==> src/rtl/csfs_pkg.sv <==
// Shared types, constants and AES-128 helper functions for the CCM* frame
// security block. Used by every module under rtl; depends on nothing.
`timescale 1ns / 1ps

package csfs_pkg;

    // One 16-byte block, byte 0 most significant
    typedef logic [0:15][7:0] blk_t;

    // Result item kinds
    localparam logic [1:0] KIND_FRAME   = 2'd0;
    localparam logic [1:0] KIND_TAG     = 2'd1;
    localparam logic [1:0] KIND_VERDICT = 2'd2;

    // Register indexes on the configuration port
    localparam logic REG_KEY_HIGH = 1'b0;
    localparam logic REG_KEY_LOW  = 1'b1;

    // Queue between front and back
    localparam int QDEPTH = 4;
    localparam int QPTR_W = 2;

    // Last AES round number
    localparam logic [3:0] AES_ROUNDS = 4'd10;

    // Role of one frame byte
    typedef enum logic [1:0] {
        CLS_HDR,
        CLS_PAY,
        CLS_TAG,
        CLS_SKIP
    } cls_t;

    // One queued byte, with the frame fields when it opens a frame
    typedef struct packed {
        logic        start;
        logic        dir;
        logic [2:0]  level;
        logic [63:0] src;
        logic [31:0] fc;
        logic [6:0]  hlen;
        logic [6:0]  plen;
        cls_t        cls;
        logic [6:0]  idx;
        logic [7:0]  data;
        logic        fin;
    } entry_t;

    typedef enum logic [3:0] {
        ST_IDLE,
        ST_MASK,
        ST_B0,
        ST_BYTE,
        ST_FLUSH,
        ST_KS,
        ST_MACW,
        ST_FIN,
        ST_FINW,
        ST_TAG,
        ST_VERD
    } bstate_t;

    localparam logic [7:0] SBOX [0:255] = '{
        8'h63,8'h7c,8'h77,8'h7b,8'hf2,8'h6b,8'h6f,8'hc5,8'h30,8'h01,8'h67,8'h2b,8'hfe,8'hd7,8'hab,8'h76,
        8'hca,8'h82,8'hc9,8'h7d,8'hfa,8'h59,8'h47,8'hf0,8'had,8'hd4,8'ha2,8'haf,8'h9c,8'ha4,8'h72,8'hc0,
        8'hb7,8'hfd,8'h93,8'h26,8'h36,8'h3f,8'hf7,8'hcc,8'h34,8'ha5,8'he5,8'hf1,8'h71,8'hd8,8'h31,8'h15,
        8'h04,8'hc7,8'h23,8'hc3,8'h18,8'h96,8'h05,8'h9a,8'h07,8'h12,8'h80,8'he2,8'heb,8'h27,8'hb2,8'h75,
        8'h09,8'h83,8'h2c,8'h1a,8'h1b,8'h6e,8'h5a,8'ha0,8'h52,8'h3b,8'hd6,8'hb3,8'h29,8'he3,8'h2f,8'h84,
        8'h53,8'hd1,8'h00,8'hed,8'h20,8'hfc,8'hb1,8'h5b,8'h6a,8'hcb,8'hbe,8'h39,8'h4a,8'h4c,8'h58,8'hcf,
        8'hd0,8'hef,8'haa,8'hfb,8'h43,8'h4d,8'h33,8'h85,8'h45,8'hf9,8'h02,8'h7f,8'h50,8'h3c,8'h9f,8'ha8,
        8'h51,8'ha3,8'h40,8'h8f,8'h92,8'h9d,8'h38,8'hf5,8'hbc,8'hb6,8'hda,8'h21,8'h10,8'hff,8'hf3,8'hd2,
        8'hcd,8'h0c,8'h13,8'hec,8'h5f,8'h97,8'h44,8'h17,8'hc4,8'ha7,8'h7e,8'h3d,8'h64,8'h5d,8'h19,8'h73,
        8'h60,8'h81,8'h4f,8'hdc,8'h22,8'h2a,8'h90,8'h88,8'h46,8'hee,8'hb8,8'h14,8'hde,8'h5e,8'h0b,8'hdb,
        8'he0,8'h32,8'h3a,8'h0a,8'h49,8'h06,8'h24,8'h5c,8'hc2,8'hd3,8'hac,8'h62,8'h91,8'h95,8'he4,8'h79,
        8'he7,8'hc8,8'h37,8'h6d,8'h8d,8'hd5,8'h4e,8'ha9,8'h6c,8'h56,8'hf4,8'hea,8'h65,8'h7a,8'hae,8'h08,
        8'hba,8'h78,8'h25,8'h2e,8'h1c,8'ha6,8'hb4,8'hc6,8'he8,8'hdd,8'h74,8'h1f,8'h4b,8'hbd,8'h8b,8'h8a,
        8'h70,8'h3e,8'hb5,8'h66,8'h48,8'h03,8'hf6,8'h0e,8'h61,8'h35,8'h57,8'hb9,8'h86,8'hc1,8'h1d,8'h9e,
        8'he1,8'hf8,8'h98,8'h11,8'h69,8'hd9,8'h8e,8'h94,8'h9b,8'h1e,8'h87,8'he9,8'hce,8'h55,8'h28,8'hdf,
        8'h8c,8'ha1,8'h89,8'h0d,8'hbf,8'he6,8'h42,8'h68,8'h41,8'h99,8'h2d,8'h0f,8'hb0,8'h54,8'hbb,8'h16
    };

    function automatic logic [7:0] xtime(input logic [7:0] x);
        return {x[6:0], 1'b0} ^ (x[7] ? 8'h1b : 8'h00);
    endfunction

    // Tag length in bytes from the low level bits
    function automatic logic [4:0] tag_bytes(input logic [1:0] lv);
        logic [4:0] m;
        case (lv)
            2'd1:    m = 5'd4;
            2'd2:    m = 5'd8;
            2'd3:    m = 5'd16;
            default: m = 5'd0;
        endcase
        return m;
    endfunction

    // Counter block: flags 1, source, counter, level, block number
    function automatic blk_t make_ctr(input logic [63:0] src, input logic [31:0] fc,
                                      input logic [2:0] lv, input logic [15:0] n);
        blk_t b;
        b[0] = 8'h01;
        for (int i = 0; i < 8; i++) b[1 + i] = src[56 - 8 * i +: 8];
        for (int i = 0; i < 4; i++) b[9 + i] = fc[24 - 8 * i +: 8];
        b[13] = {5'd0, lv};
        b[14] = n[15:8];
        b[15] = n[7:0];
        return b;
    endfunction

    // Next round key from the current one
    function automatic blk_t key_next(input blk_t rk, input logic [7:0] rcon);
        blk_t w;
        logic [0:3][7:0] t;
        t[0] = SBOX[rk[13]] ^ rcon;
        t[1] = SBOX[rk[14]];
        t[2] = SBOX[rk[15]];
        t[3] = SBOX[rk[12]];
        for (int j = 0; j < 4; j++) w[j] = rk[j] ^ t[j];
        for (int i = 4; i < 16; i++) w[i] = rk[i] ^ w[i - 4];
        return w;
    endfunction

    // One AES round: sub bytes, shift rows, mix columns unless last, add key
    function automatic blk_t aes_round(input blk_t s, input blk_t rk, input logic last_rnd);
        blk_t t;
        blk_t r;
        logic [7:0] a0, a1, a2, a3, x;
        for (int c = 0; c < 4; c++)
            for (int j = 0; j < 4; j++)
                t[c * 4 + j] = SBOX[s[((c + j) % 4) * 4 + j]];
        r = t;
        if (!last_rnd) begin
            for (int c = 0; c < 4; c++) begin
                a0 = t[c * 4];
                a1 = t[c * 4 + 1];
                a2 = t[c * 4 + 2];
                a3 = t[c * 4 + 3];
                x  = a0 ^ a1 ^ a2 ^ a3;
                r[c * 4]     = a0 ^ x ^ xtime(a0 ^ a1);
                r[c * 4 + 1] = a1 ^ x ^ xtime(a1 ^ a2);
                r[c * 4 + 2] = a2 ^ x ^ xtime(a2 ^ a3);
                r[c * 4 + 3] = a3 ^ x ^ xtime(a3 ^ a0);
            end
        end
        return r ^ rk;
    endfunction

endpackage

==> src/rtl/csfs_queue.sv <==
// Short queue of classified bytes between the front and back parts.
// Depends on csfs_pkg.
`timescale 1ns / 1ps

module csfs_queue
(
    input  logic              clk,
    input  logic              rst_n,
    input  logic              push,
    input  csfs_pkg::entry_t  push_data,
    input  logic              pop,
    output logic              full,
    output logic              empty,
    output csfs_pkg::entry_t  head
);

    csfs_pkg::entry_t                 slot_reg [csfs_pkg::QDEPTH];
    logic [csfs_pkg::QPTR_W-1:0]      wr_reg, rd_reg;
    logic [csfs_pkg::QPTR_W:0]        cnt_reg;

    assign full  = (cnt_reg == (csfs_pkg::QPTR_W + 1)'(csfs_pkg::QDEPTH));
    assign empty = (cnt_reg == '0);
    assign head  = slot_reg[rd_reg];

    // Advance pointers and count
    always_ff @(posedge clk or negedge rst_n)
    begin
        if (!rst_n)
        begin
            wr_reg  <= '0;
            rd_reg  <= '0;
            cnt_reg <= '0;
        end
        else
        begin
            if (push)
                wr_reg <= wr_reg + csfs_pkg::QPTR_W'(1);
            if (pop)
                rd_reg <= rd_reg + csfs_pkg::QPTR_W'(1);
            if (push && !pop)
                cnt_reg <= cnt_reg + (csfs_pkg::QPTR_W + 1)'(1);
            else if (pop && !push)
                cnt_reg <= cnt_reg - (csfs_pkg::QPTR_W + 1)'(1);
        end
    end

    // Store entries
    always_ff @(posedge clk)
    begin
        if (push)
            slot_reg[wr_reg] <= push_data;
    end

endmodule

==> config.mk <==
export PLATFORM = sky130hd
export DESIGN_NAME = csfs_queue
export DESIGN_NICKNAME = d
export VERILOG_FILES = /design/src/rtl/csfs_pkg.sv /design/src/rtl/csfs_queue.sv
export SDC_FILE = /design/constraint.sdc
export NUM_CORES = 1
export LEC_CHECK = 0
export ABC_CLOCK_PERIOD_IN_PS = 4400
export BUFFER_PORTS_ARGS = -buffer_cell sky130_fd_sc_hd__clkbuf_2
export CORE_MARGIN = 2
export CORE_UTILIZATION = 25
export CTS_BUF_LIST = sky130_fd_sc_hd__clkbuf_16
export DETAILED_ROUTE_END_ITERATION = 8
export GPL_ROUTABILITY_DRIVEN = 0
export PLACE_DENSITY = 0.46
export SETUP_SLACK_MARGIN = 0.02
export SKIP_CTS_REPAIR_TIMING = 1
export SYNTH_ARGS = -nofsm -noshare
export SYNTH_HDL_FRONTEND = slang
export SYNTH_SLANG_ARGS = --single-unit
export TNS_END_PERCENT = 100
==> constraint.sdc <==
create_clock -name clk -period 4.4 [get_ports clk]
set_input_delay 0 -clock clk [delete_from_list [all_inputs] [get_ports clk]]
set_output_delay 0 -clock clk [all_outputs]
set_load 0.02 [all_outputs]
==> impl_metrics.ini, run 1 <==
[placement]
postPlaceCellArea_sq_mm = 0.0223
numPortBuffers = 271
hpwlAfterDp_mm = 26.1

[routing]
dr_wl_met3_mm = 2.29
drtIter0Drc = 623
wl_per_cell_microns = 19.5
num_vias = 9283
finalWirelength_mm = 44.3
firstDrtPassIters = 7
wl_met2_mm = 21.9
drc = 0
maxUsedRoutingLayer = met5
final_antenna_net_count = 0
met1Wirelength_mm = 19.2
vias_per_cell = 4.08

[worst_setup_path]
critPathLaunchType = flop
critical_path_class = reg2out
path_delay_family = flip-flops
worstReg2RegStart = wr_reg[0]
crit_chain = buf_12, mux4_2, clkbuf_2
critPathRequiredTime_ns = 4.40
critical-path-max-stage-delay_ns = 0.70
arrival_ns = 2.70
crit_path_top_delay_cell = dfrtp_4
cp_num_buf_inv = 2
critPathLaunch = rd_reg[0]
r2r_cells = 4
worst_setup_path_end_kind = output pin
reg2reg_slack_ns = 2.21
crit_path_max_fanout = 59
r2r-end = slot_reg[2][100]

[synthesis]
ys_seq_area_frac = 0.826
async_reset_ff_frac = 0.0130
synth_fp_nets = 872
synth_cell_types = 19
syn_area_per_cell_sq_um = 26.8
synth-warning-count = 0
synthFlopType = edfxtp_1
synth.area.top_cells = edfxtp_1, mux4_2, dfrtp_1
synth.cell_area_sq_mm = 0.0196
synth-seq-cells = 539
synth-edff-count = 532
synth_top_area_cell = edfxtp_1
yosysTopAreaCellShare = 0.817
syn_inst = 729

[global_route]
grt_pass1_wl_mm = 65.6
antenna_found_initial = 6
grt_remaining_overflow = 0
grt_max_degree = 60
grt_pass1_vias = 9810
grtUsageTotal = 0.109

[final_layout]
layout_common_cells = edfxtp_1, clkbuf_2, dlygate4sd3_1
syn_to_final_growth_pct = 30.1
largest_reg_flops = 532
stdcell_area_sq_mm = 0.0254
final_nets = 1330
fillerInstances = 7433
final_common_cell = edfxtp_1
drive_gt1_frac = 0.411

[sta]
rsz0062_at_grt = no
setup-tns-final_ns = 0
drv_slew = 0
whs_ns = 0.159
slew_headroom = 0.374
period_minus_slack_ns = 2.70
fmaxAchievable_ghz = 0.370
finClkSkew_ns = 0.00909
min_period_over_period = 0.615
worstMarginPinSlew_ns = 0.939
finalSetupViolations = 0
hold_viol = 0

[floorplan]
die_w_microns = 284
die_area_sq_mm = 0.0805
start_util = 0.252
die_h_microns = 284
coreArea_sq_mm = 0.0775
io_pins = 272
fp-row-count = 102

[hold_path]
hp-start = push_data[89]
hold_class = in2reg
min_to = slot_reg[3][89]
hold_path_depth = 2

[clock_network]
clk_pin_slew_ns = 0.06
numCtsBuffers = 59
cts.sinks = 539
htree_levels = 2
cts-root-buf = clkbuf_16
insertion_delay_ns = 0.59
clock_path_buffers = 3
cts_tree = yes

[flow_run]
cap_violations = 0

[pwr]
finalPower_mw = 16.8
vdd_drop_max_mv = 0.336
power.density_mw_per_mm2 = 660
p_leak_nw = 8.70

[run_status]
status = finished clean
## worst reg2reg max path: stages, from the launching register on
cell and delay, ns:
dfrtp_1 0.43, inv_1 0.11, ha_1 0.14, and2_4 0.74, buf_4 0.45
## synth_stat cells (2+ instances only)
library cell  number
xor2_1             4
and2_1             4
buf_2             16
ha_1               5
edfxtp_1         532
inv_1              4
xnor2_1            2
buf_6              7
dfrtp_1            7
nand2_1            2
clkbuf_1           6
mux4_2           133
## cell type report
| cell class | instances | area [sq um] | share of cell area |
|---|---|---|---|
| Timing Repair Buffer | 427 | 2980 | 0.117 |
| Antenna cell | 2 | 5.00 | 0.000197 |
| Sequential cell | 539 | 16200 | 0.635 |
| Tap cell | 1040 | 1300 | 0.0512 |
| Clock inverter | 51 | 295 | 0.0116 |
| Clock buffer | 59 | 1480 | 0.0580 |
| Inverter | 4 | 15.0 | 0.000590 |
| Multi-Input combinational cell | 156 | 3210 | 0.126 |
## layer usage
layer | GRT usage | vias up
met2 | 0.182 | 201
met1 | 0.137 | 4912
met4 | 0.0307 | 8
met5 | 0 | -
met3 | 0.0329 | 61
li1 | - | 4101
## where the power goes
group | switching [mW] | internal, mW | total, mW
clock network | 1.97 | 2.54 | 4.51
registers | 0.342 | 6.71 | 7.05
logic | 3.15 | 2.09 | 5.24
## worst max path at each step
stage,slack [ns],depth (start not counted),endpoint
floorplan,0.23,3,slot_reg[2][0]
global placement,2.15,4,slot_reg[2][85]
detailed placement,2.13,4,slot_reg[2][83]
CTS,1.57,3,head[44]
global route,1.48,3,head[44]
finish,1.70,3,head[42]
## stage by stage
step | setup slack [ns] | util | std cells
after global placement | 2.15 | 0.288 | 2029
after detailed placement | 2.13 | 0.288 | 2029
final | 1.70 | 0.328 | 2278
after floorplan | 0.227 | - | 729
after global routing | 1.48 | 0.328 | 2278
after CTS | 1.57 | 0.311 | 2139
## kinds of logic (layout without fill, tap and decap cells)
| kind of cell | count (synthesis) | count (layout) | share of synthesized area |
|---|---|---|---|
| DFF | 539 | 539 | 0.826 |
| muxes | 134 | 134 | 0.154 |
| buffers and inverters | 34 | 541 | 0.0104 |
| and+or+nand+nor | 9 | 9 | 0.00250 |
| adders and majority gates | 6 | 6 | 0.00422 |
| xor gates and xnor gates | 6 | 6 | 0.00269 |
| AOI/OAI and AO/OA | 1 | 1 | 0.000256 |
| other | 0 | 2 | 0 |
(Power assumes the default switching activity.)
==> run 2: changes to the inputs <==
- ABC_CLOCK_PERIOD_IN_PS: 4400 -> 2700
- PLACE_DENSITY: 0.46 -> 0.44
- clock period: 4.4 -> 2.7 ns (I/O delays scaled with it)
==> run 2 against run 1 <==
Highest routed layer unchanged. Hold slack worse by 0.0042 ns. Sequential cell count did not move. Clock skew barely moved. Largest cell class unchanged. Die area unchanged. Sequential share of layout area down 0.52 points. Critical path type unchanged. Final area increased by 0.83%. Clock-buffer cell count up 2. Critical path depth unchanged. Sequential power grew 62%. Clock power up 66%. Largest power group unchanged. Via count is essentially flat. Non-clock buffer count rose by 5.
==> impl_metrics.ini, run 2 (synthesized netlist as in run 1, its figures left out) <==
[run_status]
status = finished clean

[clock_network]
cts-root-buf = clkbuf_16
htree_levels = 2
clock_path_buffers = 3
cts.sinks = 539
cts_tree = yes
clk_pin_slew_ns = 0.06
insertion_delay_ns = 0.59
numCtsBuffers = 59

[routing]
finalWirelength_mm = 43.6
drtIter0Drc = 472
final_antenna_net_count = 0
num_vias = 9285
wl_per_cell_microns = 19.2
firstDrtPassIters = 6
drc = 0
vias_per_cell = 4.08

[global_route]
grt_remaining_overflow = 0
grt_max_degree = 50
grt_pass1_vias = 9727
grt_pass1_wl_mm = 64.1
grtUsageTotal = 0.106
antenna_found_initial = 4

[floorplan]
die_w_microns = 284
die_area_sq_mm = 0.0805
fp-row-count = 102
die_h_microns = 284
coreArea_sq_mm = 0.0775
io_pins = 272
start_util = 0.252

[pwr]
p_leak_nw = 8.76
vdd_drop_max_mv = 0.553
finalPower_mw = 27.8
power.density_mw_per_mm2 = 1080

[worst_setup_path]
worst_setup_path_end_kind = output pin
arrival_ns = 2.39
critPathLaunchType = flop
critical_path_class = reg2out
critPathLaunch = rd_reg[0]
critPathRequiredTime_ns = 2.70
r2r_cells = 4
worstReg2RegStart = wr_reg[0]
crit_path_max_fanout = 26

[final_layout]
ff_latch_area_sq_mm = 0.0162
fillerInstances = 7448
multi_input_area_sq_mm = 0.00321
final_common_cell = edfxtp_1
final_nets = 1335
layout_common_cells = edfxtp_1, clkbuf_2, dlygate4sd3_1
drive_gt1_frac = 0.409
largest_reg_flops = 532
syn_to_final_growth_pct = 31.2

[sta]
fmaxAchievable_ghz = 0.418
finClkSkew_ns = 0.00890
hold_viol = 0
drv_slew = 0
slew_headroom = 0.659
whs_ns = 0.154
finalSetupViolations = 0
min_period_over_period = 0.887
period_minus_slack_ns = 2.39
setup-tns-final_ns = 0
worstMarginPinSlew_ns = 0.512
rsz0062_at_grt = no

[hold_path]
hold_path_depth = 3
hold_class = in2reg
hp-start = pop

[placement]
hpwlAfterDp_mm = 25.8
numPortBuffers = 271

[flow_run]
cap_violations = 0
-- run 2: cell count changes in the layout (fill, tap and decap cells not counted), sizes merged --
cell and delta:
buf +5, bufinv +2, clkbuf +2, clkinv -1, clkinvlp -3, diode -1
inv -9
-- run 2: through the flow --
stage / util / setup WS [ns] / instance area [sq um] / instances
2_1_floorplan: - / 0.0245 / 19600 / 729
3_3_place_gp: 0.290 / 0.702 / 22500 / 2033
3_5_place_dp: 0.290 / 0.692 / 22500 / 2033
4_1_cts: 0.313 / 0.00946 / 24200 / 2134
5_1_grt: 0.331 / 0.117 / 25700 / 2273
6_report: 0.331 / 0.306 / 25700 / 2273
-- run 2: cell type report --
class                           count  area share
Inverter                            4    0.000585
Clock buffer                       61      0.0595
Antenna cell                        1   0.0000976
Clock inverter                     40      0.0103
Multi-Input combinational cell    156       0.125
Tap cell                         1040      0.0507
Timing Repair Buffer              432       0.124
Sequential cell                   539       0.630
-- run 2: worst max-delay path, cell delays in order (launching register included) --
cell and delay (ns):
dfrtp_4 0.71, buf_12 0.29, mux4_2 0.56, clkbuf_2 0.18
-- run 2: path summary, 6_finish.rpt --
kind | endpoint | slack, ns
hold reg to reg | cnt_reg[2] | 0.49
max in group asynchronous | rd_reg[1] | 2.03
setup reg to reg | slot_reg[2][51] | 0.82
min in group asynchronous | wr_reg[1] | 0.38
hold / removal | rd_reg[0] | 0.15
setup / recovery | head[97] | 0.31
-- run 2: where the power goes --
| group | total (mW) | switching (mW) | internal (mW) |
|---|---|---|---|
| sequential | 11.4 | 0.491 | 10.9 |
| combinational | 8.90 | 5.25 | 3.65 |
| clock | 7.49 | 3.10 | 4.39 |
| total | 27.8 | 8.84 | 19.0 |
-- run 2: layer usage --
metal	vias to the layer above	part of all wire	track usage
met5	-	0.00073	0
met4	6	0.021	0.0295
met3	76	0.060	0.0396
met2	224	0.47	0.170
met1	4884	0.45	0.135
li1	4095	-	-
