### config.mk
export PLATFORM = sky130hd
export DESIGN_NAME = csfs_front_flat
export DESIGN_NICKNAME = d
export VERILOG_FILES = /design/src/rtl/csfs_pkg.sv /design/src/rtl/csfs_if.sv /design/src/rtl/csfs_front.sv /design/src/flat_wrapper.sv
export SDC_FILE = /design/constraint.sdc
export NUM_CORES = 1
export LEC_CHECK = 0
export ABC_AREA = 0
export BUFFER_PORTS_ARGS = -buffer_cell sky130_fd_sc_hd__buf_4
export CAP_MARGIN = 40
export CORE_MARGIN = 2
export CORE_UTILIZATION = 45
export CTS_BUF_LIST = sky130_fd_sc_hd__clkbuf_16
export CTS_CLUSTER_DIAMETER = 40
export CTS_CLUSTER_SIZE = 14
export DETAILED_ROUTE_END_ITERATION = 10
export HOLD_SLACK_MARGIN = 0.08
export PLACE_DENSITY = 0.77
export SETUP_SLACK_MARGIN = 0.4
export SKIP_CTS_REPAIR_TIMING = 1
export SLEW_MARGIN = 20
export SYNTH_ARGS = -nofsm -noshare
export SYNTH_HDL_FRONTEND = slang
export SYNTH_SLANG_ARGS = --single-unit
### constraint.sdc
create_clock -name clk -period 10.4 [get_ports clk]
set_input_delay 2.08 -clock clk [delete_from_list [all_inputs] [get_ports clk]]
set_output_delay 2.08 -clock clk [all_outputs]
set_load 0.03 [all_outputs]
### src/rtl/csfs_pkg.sv
// Shared types, constants and AES-128 helper functions for the CCM* frame
// security block. Used by every module under rtl; depends on nothing.
`timescale 1ns / 1ps

package csfs_pkg;

    // One 16-byte block, byte 0 most significant
    typedef logic [0:15][7:0] blk_t;

    // Result item kinds
    localparam logic [1:0] KIND_FRAME   = 2'd0;
    localparam logic [1:0] KIND_TAG     = 2'd1;
    localparam logic [1:0] KIND_VERDICT = 2'd2;

    // Register indexes on the configuration port
    localparam logic REG_KEY_HIGH = 1'b0;
    localparam logic REG_KEY_LOW  = 1'b1;

    // Queue between front and back
    localparam int QDEPTH = 4;
    localparam int QPTR_W = 2;

    // Last AES round number
    localparam logic [3:0] AES_ROUNDS = 4'd10;

    // Role of one frame byte
    typedef enum logic [1:0] {
        CLS_HDR,
        CLS_PAY,
        CLS_TAG,
        CLS_SKIP
    } cls_t;

    // One queued byte, with the frame fields when it opens a frame
    typedef struct packed {
        logic        start;
        logic        dir;
        logic [2:0]  level;
        logic [63:0] src;
        logic [31:0] fc;
        logic [6:0]  hlen;
        logic [6:0]  plen;
        cls_t        cls;
        logic [6:0]  idx;
        logic [7:0]  data;
        logic        fin;
    } entry_t;

    typedef enum logic [3:0] {
        ST_IDLE,
        ST_MASK,
        ST_B0,
        ST_BYTE,
        ST_FLUSH,
        ST_KS,
        ST_MACW,
        ST_FIN,
        ST_FINW,
        ST_TAG,
        ST_VERD
    } bstate_t;

    localparam logic [7:0] SBOX [0:255] = '{
        8'h63,8'h7c,8'h77,8'h7b,8'hf2,8'h6b,8'h6f,8'hc5,8'h30,8'h01,8'h67,8'h2b,8'hfe,8'hd7,8'hab,8'h76,
        8'hca,8'h82,8'hc9,8'h7d,8'hfa,8'h59,8'h47,8'hf0,8'had,8'hd4,8'ha2,8'haf,8'h9c,8'ha4,8'h72,8'hc0,
        8'hb7,8'hfd,8'h93,8'h26,8'h36,8'h3f,8'hf7,8'hcc,8'h34,8'ha5,8'he5,8'hf1,8'h71,8'hd8,8'h31,8'h15,
        8'h04,8'hc7,8'h23,8'hc3,8'h18,8'h96,8'h05,8'h9a,8'h07,8'h12,8'h80,8'he2,8'heb,8'h27,8'hb2,8'h75,
        8'h09,8'h83,8'h2c,8'h1a,8'h1b,8'h6e,8'h5a,8'ha0,8'h52,8'h3b,8'hd6,8'hb3,8'h29,8'he3,8'h2f,8'h84,
        8'h53,8'hd1,8'h00,8'hed,8'h20,8'hfc,8'hb1,8'h5b,8'h6a,8'hcb,8'hbe,8'h39,8'h4a,8'h4c,8'h58,8'hcf,
        8'hd0,8'hef,8'haa,8'hfb,8'h43,8'h4d,8'h33,8'h85,8'h45,8'hf9,8'h02,8'h7f,8'h50,8'h3c,8'h9f,8'ha8,
        8'h51,8'ha3,8'h40,8'h8f,8'h92,8'h9d,8'h38,8'hf5,8'hbc,8'hb6,8'hda,8'h21,8'h10,8'hff,8'hf3,8'hd2,
        8'hcd,8'h0c,8'h13,8'hec,8'h5f,8'h97,8'h44,8'h17,8'hc4,8'ha7,8'h7e,8'h3d,8'h64,8'h5d,8'h19,8'h73,
        8'h60,8'h81,8'h4f,8'hdc,8'h22,8'h2a,8'h90,8'h88,8'h46,8'hee,8'hb8,8'h14,8'hde,8'h5e,8'h0b,8'hdb,
        8'he0,8'h32,8'h3a,8'h0a,8'h49,8'h06,8'h24,8'h5c,8'hc2,8'hd3,8'hac,8'h62,8'h91,8'h95,8'he4,8'h79,
        8'he7,8'hc8,8'h37,8'h6d,8'h8d,8'hd5,8'h4e,8'ha9,8'h6c,8'h56,8'hf4,8'hea,8'h65,8'h7a,8'hae,8'h08,
        8'hba,8'h78,8'h25,8'h2e,8'h1c,8'ha6,8'hb4,8'hc6,8'he8,8'hdd,8'h74,8'h1f,8'h4b,8'hbd,8'h8b,8'h8a,
        8'h70,8'h3e,8'hb5,8'h66,8'h48,8'h03,8'hf6,8'h0e,8'h61,8'h35,8'h57,8'hb9,8'h86,8'hc1,8'h1d,8'h9e,
        8'he1,8'hf8,8'h98,8'h11,8'h69,8'hd9,8'h8e,8'h94,8'h9b,8'h1e,8'h87,8'he9,8'hce,8'h55,8'h28,8'hdf,
        8'h8c,8'ha1,8'h89,8'h0d,8'hbf,8'he6,8'h42,8'h68,8'h41,8'h99,8'h2d,8'h0f,8'hb0,8'h54,8'hbb,8'h16
    };

    function automatic logic [7:0] xtime(input logic [7:0] x);
        return {x[6:0], 1'b0} ^ (x[7] ? 8'h1b : 8'h00);
    endfunction

    // Tag length in bytes from the low level bits
    function automatic logic [4:0] tag_bytes(input logic [1:0] lv);
        logic [4:0] m;
        case (lv)
            2'd1:    m = 5'd4;
            2'd2:    m = 5'd8;
            2'd3:    m = 5'd16;
            default: m = 5'd0;
        endcase
        return m;
    endfunction

    // Counter block: flags 1, source, counter, level, block number
    function automatic blk_t make_ctr(input logic [63:0] src, input logic [31:0] fc,
                                      input logic [2:0] lv, input logic [15:0] n);
        blk_t b;
        b[0] = 8'h01;
        for (int i = 0; i < 8; i++) b[1 + i] = src[56 - 8 * i +: 8];
        for (int i = 0; i < 4; i++) b[9 + i] = fc[24 - 8 * i +: 8];
        b[13] = {5'd0, lv};
        b[14] = n[15:8];
        b[15] = n[7:0];
        return b;
    endfunction

    // Next round key from the current one
    function automatic blk_t key_next(input blk_t rk, input logic [7:0] rcon);
        blk_t w;
        logic [0:3][7:0] t;
        t[0] = SBOX[rk[13]] ^ rcon;
        t[1] = SBOX[rk[14]];
        t[2] = SBOX[rk[15]];
        t[3] = SBOX[rk[12]];
        for (int j = 0; j < 4; j++) w[j] = rk[j] ^ t[j];
        for (int i = 4; i < 16; i++) w[i] = rk[i] ^ w[i - 4];
        return w;
    endfunction

    // One AES round: sub bytes, shift rows, mix columns unless last, add key
    function automatic blk_t aes_round(input blk_t s, input blk_t rk, input logic last_rnd);
        blk_t t;
        blk_t r;
        logic [7:0] a0, a1, a2, a3, x;
        for (int c = 0; c < 4; c++)
            for (int j = 0; j < 4; j++)
                t[c * 4 + j] = SBOX[s[((c + j) % 4) * 4 + j]];
        r = t;
        if (!last_rnd) begin
            for (int c = 0; c < 4; c++) begin
                a0 = t[c * 4];
                a1 = t[c * 4 + 1];
                a2 = t[c * 4 + 2];
                a3 = t[c * 4 + 3];
                x  = a0 ^ a1 ^ a2 ^ a3;
                r[c * 4]     = a0 ^ x ^ xtime(a0 ^ a1);
                r[c * 4 + 1] = a1 ^ x ^ xtime(a1 ^ a2);
                r[c * 4 + 2] = a2 ^ x ^ xtime(a2 ^ a3);
                r[c * 4 + 3] = a3 ^ x ^ xtime(a3 ^ a0);
            end
        end
        return r ^ rk;
    endfunction

endpackage

### src/rtl/csfs_if.sv
// Valid/ready channel interfaces for frame bytes in and result items out.
// Depends on nothing.
`timescale 1ns / 1ps

interface csfs_in_if;
    logic        valid;
    logic        ready;
    logic        direction;
    logic [2:0]  protect_level;
    logic [63:0] source_ext;
    logic [31:0] seq_count;
    logic [6:0]  header_len;
    logic [6:0]  body_len;
    logic [7:0]  data_byte;
    logic        last_byte;

    modport source (output valid, direction, protect_level, source_ext, seq_count,
                    header_len, body_len, data_byte, last_byte, input ready);
    modport sink (input valid, direction, protect_level, source_ext, seq_count,
                  header_len, body_len, data_byte, last_byte, output ready);
endinterface


### src/rtl/csfs_front.sv
// Front part: accepts frame bytes, tracks the position in the frame and tags
// each byte as header, payload, received tag or ignored. Depends on csfs_pkg and csfs_if.
`timescale 1ns / 1ps

module csfs_front
#(
    parameter int MAX_FRAME_BYTES = 127
)
(
    input  logic               clk,
    input  logic               rst_n,
    csfs_in_if.sink            frame_in,
    input  logic               q_full,
    output logic               q_push,
    output csfs_pkg::entry_t   q_data
);

    localparam int POS_W = $clog2(MAX_FRAME_BYTES + 1);

    logic             active_reg, active_next;
    logic [POS_W-1:0] pos_reg, pos_next;
    logic             dir_reg;
    logic [2:0]       level_reg;
    logic [63:0]      src_reg;
    logic [31:0]      fc_reg;
    logic [6:0]       hlen_reg, plen_reg;

    logic        dir;
    logic [2:0]  level;
    logic [6:0]  hlen, plen;
    logic [8:0]  sum9, total9, pos9, h9, hp9;
    csfs_pkg::cls_t cls;
    logic [6:0]  idx;
    logic        fin;
    logic        take;

    assign take = frame_in.valid && !q_full;
    assign frame_in.ready = !q_full;

    // Frame fields: live on the opening byte, held afterwards
    always_comb
    begin
        dir   = active_reg ? dir_reg   : frame_in.direction;
        level = active_reg ? level_reg : frame_in.protect_level;
        hlen  = active_reg ? hlen_reg  : frame_in.header_len;
        plen  = active_reg ? plen_reg  : frame_in.body_len;
        pos9  = active_reg ? 9'(pos_reg) : 9'd0;
        h9    = {2'd0, hlen};
        hp9   = {2'd0, hlen} + {2'd0, plen};
        sum9  = hp9 + (dir ? {4'd0, csfs_pkg::tag_bytes(level[1:0])} : 9'd0);
        total9 = (sum9 > 9'(MAX_FRAME_BYTES)) ? 9'(MAX_FRAME_BYTES) : sum9;
        if (pos9 >= total9)
            cls = csfs_pkg::CLS_SKIP;
        else if (pos9 < h9)
            cls = csfs_pkg::CLS_HDR;
        else if (pos9 < hp9)
            cls = csfs_pkg::CLS_PAY;
        else
            cls = csfs_pkg::CLS_TAG;
        idx = (cls == csfs_pkg::CLS_PAY) ? 7'(pos9 - h9) : 7'(pos9 - hp9);
        fin = frame_in.last_byte || (pos9 + 9'd1 >= total9);
        active_next = active_reg;
        pos_next    = pos_reg;
        if (take)
        begin
            active_next = !fin;
            pos_next    = fin ? '0 : POS_W'(pos9 + 9'd1);
        end
    end

    // Queue entry for the back part
    always_comb
    begin
        q_push       = take;
        q_data.start = !active_reg;
        q_data.dir   = dir;
        q_data.level = level;
        q_data.src   = active_reg ? src_reg : frame_in.source_ext;
        q_data.fc    = active_reg ? fc_reg  : frame_in.seq_count;
        q_data.hlen  = hlen;
        q_data.plen  = plen;
        q_data.cls   = cls;
        q_data.idx   = idx;
        q_data.data  = frame_in.data_byte;
        q_data.fin   = fin;
    end

    always_ff @(posedge clk or negedge rst_n)
    begin
        if (!rst_n)
        begin
            active_reg <= 1'b0;
            pos_reg    <= '0;
        end
        else
        begin
            active_reg <= active_next;
            pos_reg    <= pos_next;
        end
    end

    // Capture frame fields on the opening byte
    always_ff @(posedge clk)
    begin
        if (take && !active_reg)
        begin
            dir_reg   <= frame_in.direction;
            level_reg <= frame_in.protect_level;
            src_reg   <= frame_in.source_ext;
            fc_reg    <= frame_in.seq_count;
            hlen_reg  <= frame_in.header_len;
            plen_reg  <= frame_in.body_len;
        end
    end

endmodule

### src/flat_wrapper.sv
// flat-port wrapper written by rule: the top's interface ports become plain ports
module csfs_front_flat 
#(
    parameter int MAX_FRAME_BYTES = 127
)
  (clk, rst_n, q_full, q_push, q_data, frame_in_valid, frame_in_direction, frame_in_protect_level, frame_in_source_ext, frame_in_seq_count, frame_in_header_len, frame_in_body_len, frame_in_data_byte, frame_in_last_byte, frame_in_ready);
  csfs_in_if frame_in_i ();
  input  logic clk;
  input  logic rst_n;
  input  logic q_full;
  output logic q_push;
  output csfs_pkg::entry_t q_data;
  input wire logic [$bits(frame_in_i.valid)-1:0] frame_in_valid;
  input wire logic [$bits(frame_in_i.direction)-1:0] frame_in_direction;
  input wire logic [$bits(frame_in_i.protect_level)-1:0] frame_in_protect_level;
  input wire logic [$bits(frame_in_i.source_ext)-1:0] frame_in_source_ext;
  input wire logic [$bits(frame_in_i.seq_count)-1:0] frame_in_seq_count;
  input wire logic [$bits(frame_in_i.header_len)-1:0] frame_in_header_len;
  input wire logic [$bits(frame_in_i.body_len)-1:0] frame_in_body_len;
  input wire logic [$bits(frame_in_i.data_byte)-1:0] frame_in_data_byte;
  input wire logic [$bits(frame_in_i.last_byte)-1:0] frame_in_last_byte;
  output wire logic [$bits(frame_in_i.ready)-1:0] frame_in_ready;
  assign frame_in_i.valid = frame_in_valid;
  assign frame_in_i.direction = frame_in_direction;
  assign frame_in_i.protect_level = frame_in_protect_level;
  assign frame_in_i.source_ext = frame_in_source_ext;
  assign frame_in_i.seq_count = frame_in_seq_count;
  assign frame_in_i.header_len = frame_in_header_len;
  assign frame_in_i.body_len = frame_in_body_len;
  assign frame_in_i.data_byte = frame_in_data_byte;
  assign frame_in_i.last_byte = frame_in_last_byte;
  assign frame_in_ready = frame_in_i.ready;
  csfs_front #(.MAX_FRAME_BYTES(MAX_FRAME_BYTES)) u_core (.clk(clk), .rst_n(rst_n), .frame_in(frame_in_i), .q_full(q_full), .q_push(q_push), .q_data(q_data));
endmodule
==> flow_summary.json <==
{
  "avgSynthCellArea_um2": 13.3,
  "post-place-cells": 938,
  "final_common_cell": "buf_4",
  "drv_slew": 0,
  "place_ws_ns": -0.0219,
  "finClkSkew_ns": 0.00872,
  "n_antenna_cell": 0,
  "path_max_fanout": 7,
  "grt_max_degree": 72,
  "clock_latency_ns": 0.41,
  "final_net_count": 958,
  "cellLeakagePower_nw": 4.27,
  "fin_cells": 988,
  "hold_viol_final": 0,
  "start_util_pct": 45.8,
  "drt-total-wl_mm": 18.4,
  "cpMostUsedCell": "ha_4",
  "fp.dieH_um": 128,
  "startpoint_type": "input port",
  "final_area_um2": 9940,
  "synth-seq-area-share_pct": 52.2,
  "synth_area_leader_cell": "edfxtp_1",
  "synth_nets": 693,
  "max_slew_margin_pct": 51.1,
  "overflow": 0,
  "cts_buffer_depth": 2,
  "post-route-min-period_ns": 10.17,
  "initialDrtViolationCount": 360,
  "drive_gt1_share_pct": 57.0,
  "async_flop_share_pct": 6.56,
  "routedWlPerCell_um": 18.6,
  "cts_buffers": 17,
  "synth_cells": 522,
  "dpl.hpwl_mm": 13.8,
  "die-area_um2": 16400,
  "gp_congestion": 0.925,
  "crit_path_end": "q_data[15]",
  "synthToLayoutAreaGrowth_pct": 43.2,
  "synth-seq-cells": 122,
  "whs_ns": 0.501,
  "post_dp_cell_area_um2": 9100,
  "yosysTopAreaCellShare_pct": 49.3,
  "path_clk_slew_ns": 0.05,
  "grt_first_pass_wirelength_mm": 27.7,
  "syn-cell-area_um2": 6940,
  "drv_cap": 0,
  "via_per_inst": 5.38,
  "cts_tree": "done",
  "yosysWarnings": 0,
  "num_vias": 5311,
  "power.density_nw_per_um2": 185,
  "vdd_drop_max_v": 0.000112,
  "ys_types": 62,
  "cp.arrival_ns": 8.09,
  "reg2reg_to": "u_core.pos_reg[3]$_DFFE_PN0P_",
  "crit_path_max_incr_delay_ns": 0.41,
  "period_share_pct": 97.8,
  "drt_first_pass_iters": 4,
  "synth_ff_type": "edfxtp_1",
  "cp.required_ns": 8.32,
  "outcome": "finished, final reports clean",
  "end_kind": "output pin",
  "die_w_um": 128,
  "detail-route-antenna-nets": 0,
  "drc": 0,
  "fmax_mhz": 98.3,
  "tightest_slew_ns": 0.734,
  "antenna_found_initial": 0,
  "crit_start": "frame_in_body_len[0]",
  "largest_reg_flops": 64,
  "path_class": "input port to output pin",
  "final_cell_mix": "267 x buf_4, 114 x edfxtp_1, 110 x mux2_2, 36 x ha_1, 31 x nand2_1",
  "numClockSinks": 122,
  "synthTopCellsByArea": "edfxtp_1 49%, mux2_2 18%, ha_1 7.4%, dfrtp_1 2.9%, a21oi_1 1.7%",
  "port_buffers": 245,
  "num_rows": 45,
  "setup_viol_count_final": 0,
  "htree_levels": 4,
  "grt_usage_pct": 21.9,
  "cpMaxStageDelayCell": "a221o_1",
  "synth_edf_count": 114,
  "root_buffer": "clkbuf_16",
  "ioPinCount": 262,
  "setup_slack_ns": 0.230,
  "hold_path.class": "register to register",
  "grt_pass1_vias": 5213,
  "core_area_um2": 15100,
  "rsz0062_at_grt": "true",
  "reg2reg_depth": 19,
  "worstReg2RegStart": "u_core.active_reg$_DFFE_PN0P_",
  "worst-r2r-setup-slack_ns": 4.78
}
## per-stage QoR
step / utilization, % / total power, mW / TNS (ns)
after floorplan: - / 1.02 / 0
after global placement: 60.0 / 1.21 / 0
after detailed placement: 60.1 / 1.22 / -0.0219
after CTS: 64.0 / 1.81 / -0.0576
after global routing: 65.6 / 1.92 / 0
final: 65.6 / 1.84 / 0
## cell type report
| class | count | area [um^2] |
|---|---|---|
| Fill cell | 1122 | 5210 |
| Sequential cell | 122 | 3630 |
| Multi-Input combinational cell | 343 | 3280 |
| Timing Repair Buffer | 273 | 2090 |
| Clock buffer | 17 | 425 |
| Tap cell | 188 | 235 |
| Clock inverter | 15 | 164 |
| Inverter | 30 | 113 |
## cells by family after synthesis
kind of cell	Yosys count	share of synthesized area [%]
flops	122	52.2
mux	114	18.5
simple gates	88	6.44
compound gates	78	8.39
buf+inv	57	3.70
fa+ha+maj	44	8.26
xor+xnor	18	2.47
other cells	1	0.0541
## cell usage after synthesis, types with 2 or more instances
| library cell | number |
|---|---|
| ha_1 | 41 |
| xor2_1 | 6 |
| o21ai_0 | 10 |
| edfxtp_1 | 114 |
| nand2_1 | 32 |
| a2111oi_0 | 2 |
| clkbuf_1 | 14 |
| or3_1 | 3 |
| a21oi_1 | 24 |
| a21o_1 | 6 |
| nor3_1 | 3 |
| inv_1 | 30 |
| and3_1 | 4 |
| mux2_2 | 111 |
| o41ai_1 | 2 |
| nor2b_1 | 5 |
| a211oi_1 | 3 |
| nor2_2 | 2 |
| o21a_1 | 2 |
| xnor2_1 | 11 |
| mux2i_1 | 2 |
| dfrtp_1 | 8 |
| o31ai_1 | 3 |
| o21ai_1 | 6 |
| a221oi_1 | 2 |
| nor2_1 | 11 |
| nand3_1 | 9 |
| and2_1 | 4 |
| nor4b_1 | 2 |
| nor4_1 | 3 |
| buf_4 | 11 |
| nand2b_1 | 4 |
| fa_1 | 3 |
## power by group
group          total [mW]  switching (mW)  internal [mW]  leakage [nW]
sequential          0.576          0.0116          0.564          1.16
combinational       0.682           0.382          0.300          2.83
clock               0.582           0.226          0.357         0.280
## metal layers
metal / wire length [um] / share of wire (%) / global-route usage [%] / vias to the layer above
li1: - / - / - / 2514
met1: 7620 / 41 / 27.1 / 2562
met2: 9140 / 50 / 36.7 / 201
met3: 1170 / 6.3 / 5.97 / 34
met4: 478 / 2.6 / 7.95 / 0
met5: 0 / 0 / 0 / -
## critical path: cells and delay by family
kind,cells,cell delay [ns]
mux,2,0.62
xor+xnor,2,0.31
simple gates,11,1.96
fa+ha+maj,6,1.54
compound gates,8,1.29
buf+inv,2,0.26
## worst min path at each step
stage	end	cells after the start	slack (ns)	from
2_1_floorplan	u_core.pos_reg[6]$_DFFE_PN0P_	2	0.46	u_core.pos_reg[6]$_DFFE_PN0P_
3_3_place_gp	u_core.pos_reg[6]$_DFFE_PN0P_	2	0.48	u_core.pos_reg[6]$_DFFE_PN0P_
3_5_place_dp	u_core.pos_reg[6]$_DFFE_PN0P_	2	0.49	u_core.pos_reg[6]$_DFFE_PN0P_
4_1_cts	u_core.pos_reg[6]$_DFFE_PN0P_	2	0.51	u_core.pos_reg[6]$_DFFE_PN0P_
5_1_grt	u_core.pos_reg[6]$_DFFE_PN0P_	2	0.55	u_core.pos_reg[6]$_DFFE_PN0P_
6_report	u_core.pos_reg[6]$_DFFE_PN0P_	2	0.50	u_core.pos_reg[6]$_DFFE_PN0P_
Power figures use the tool's default switching activity.
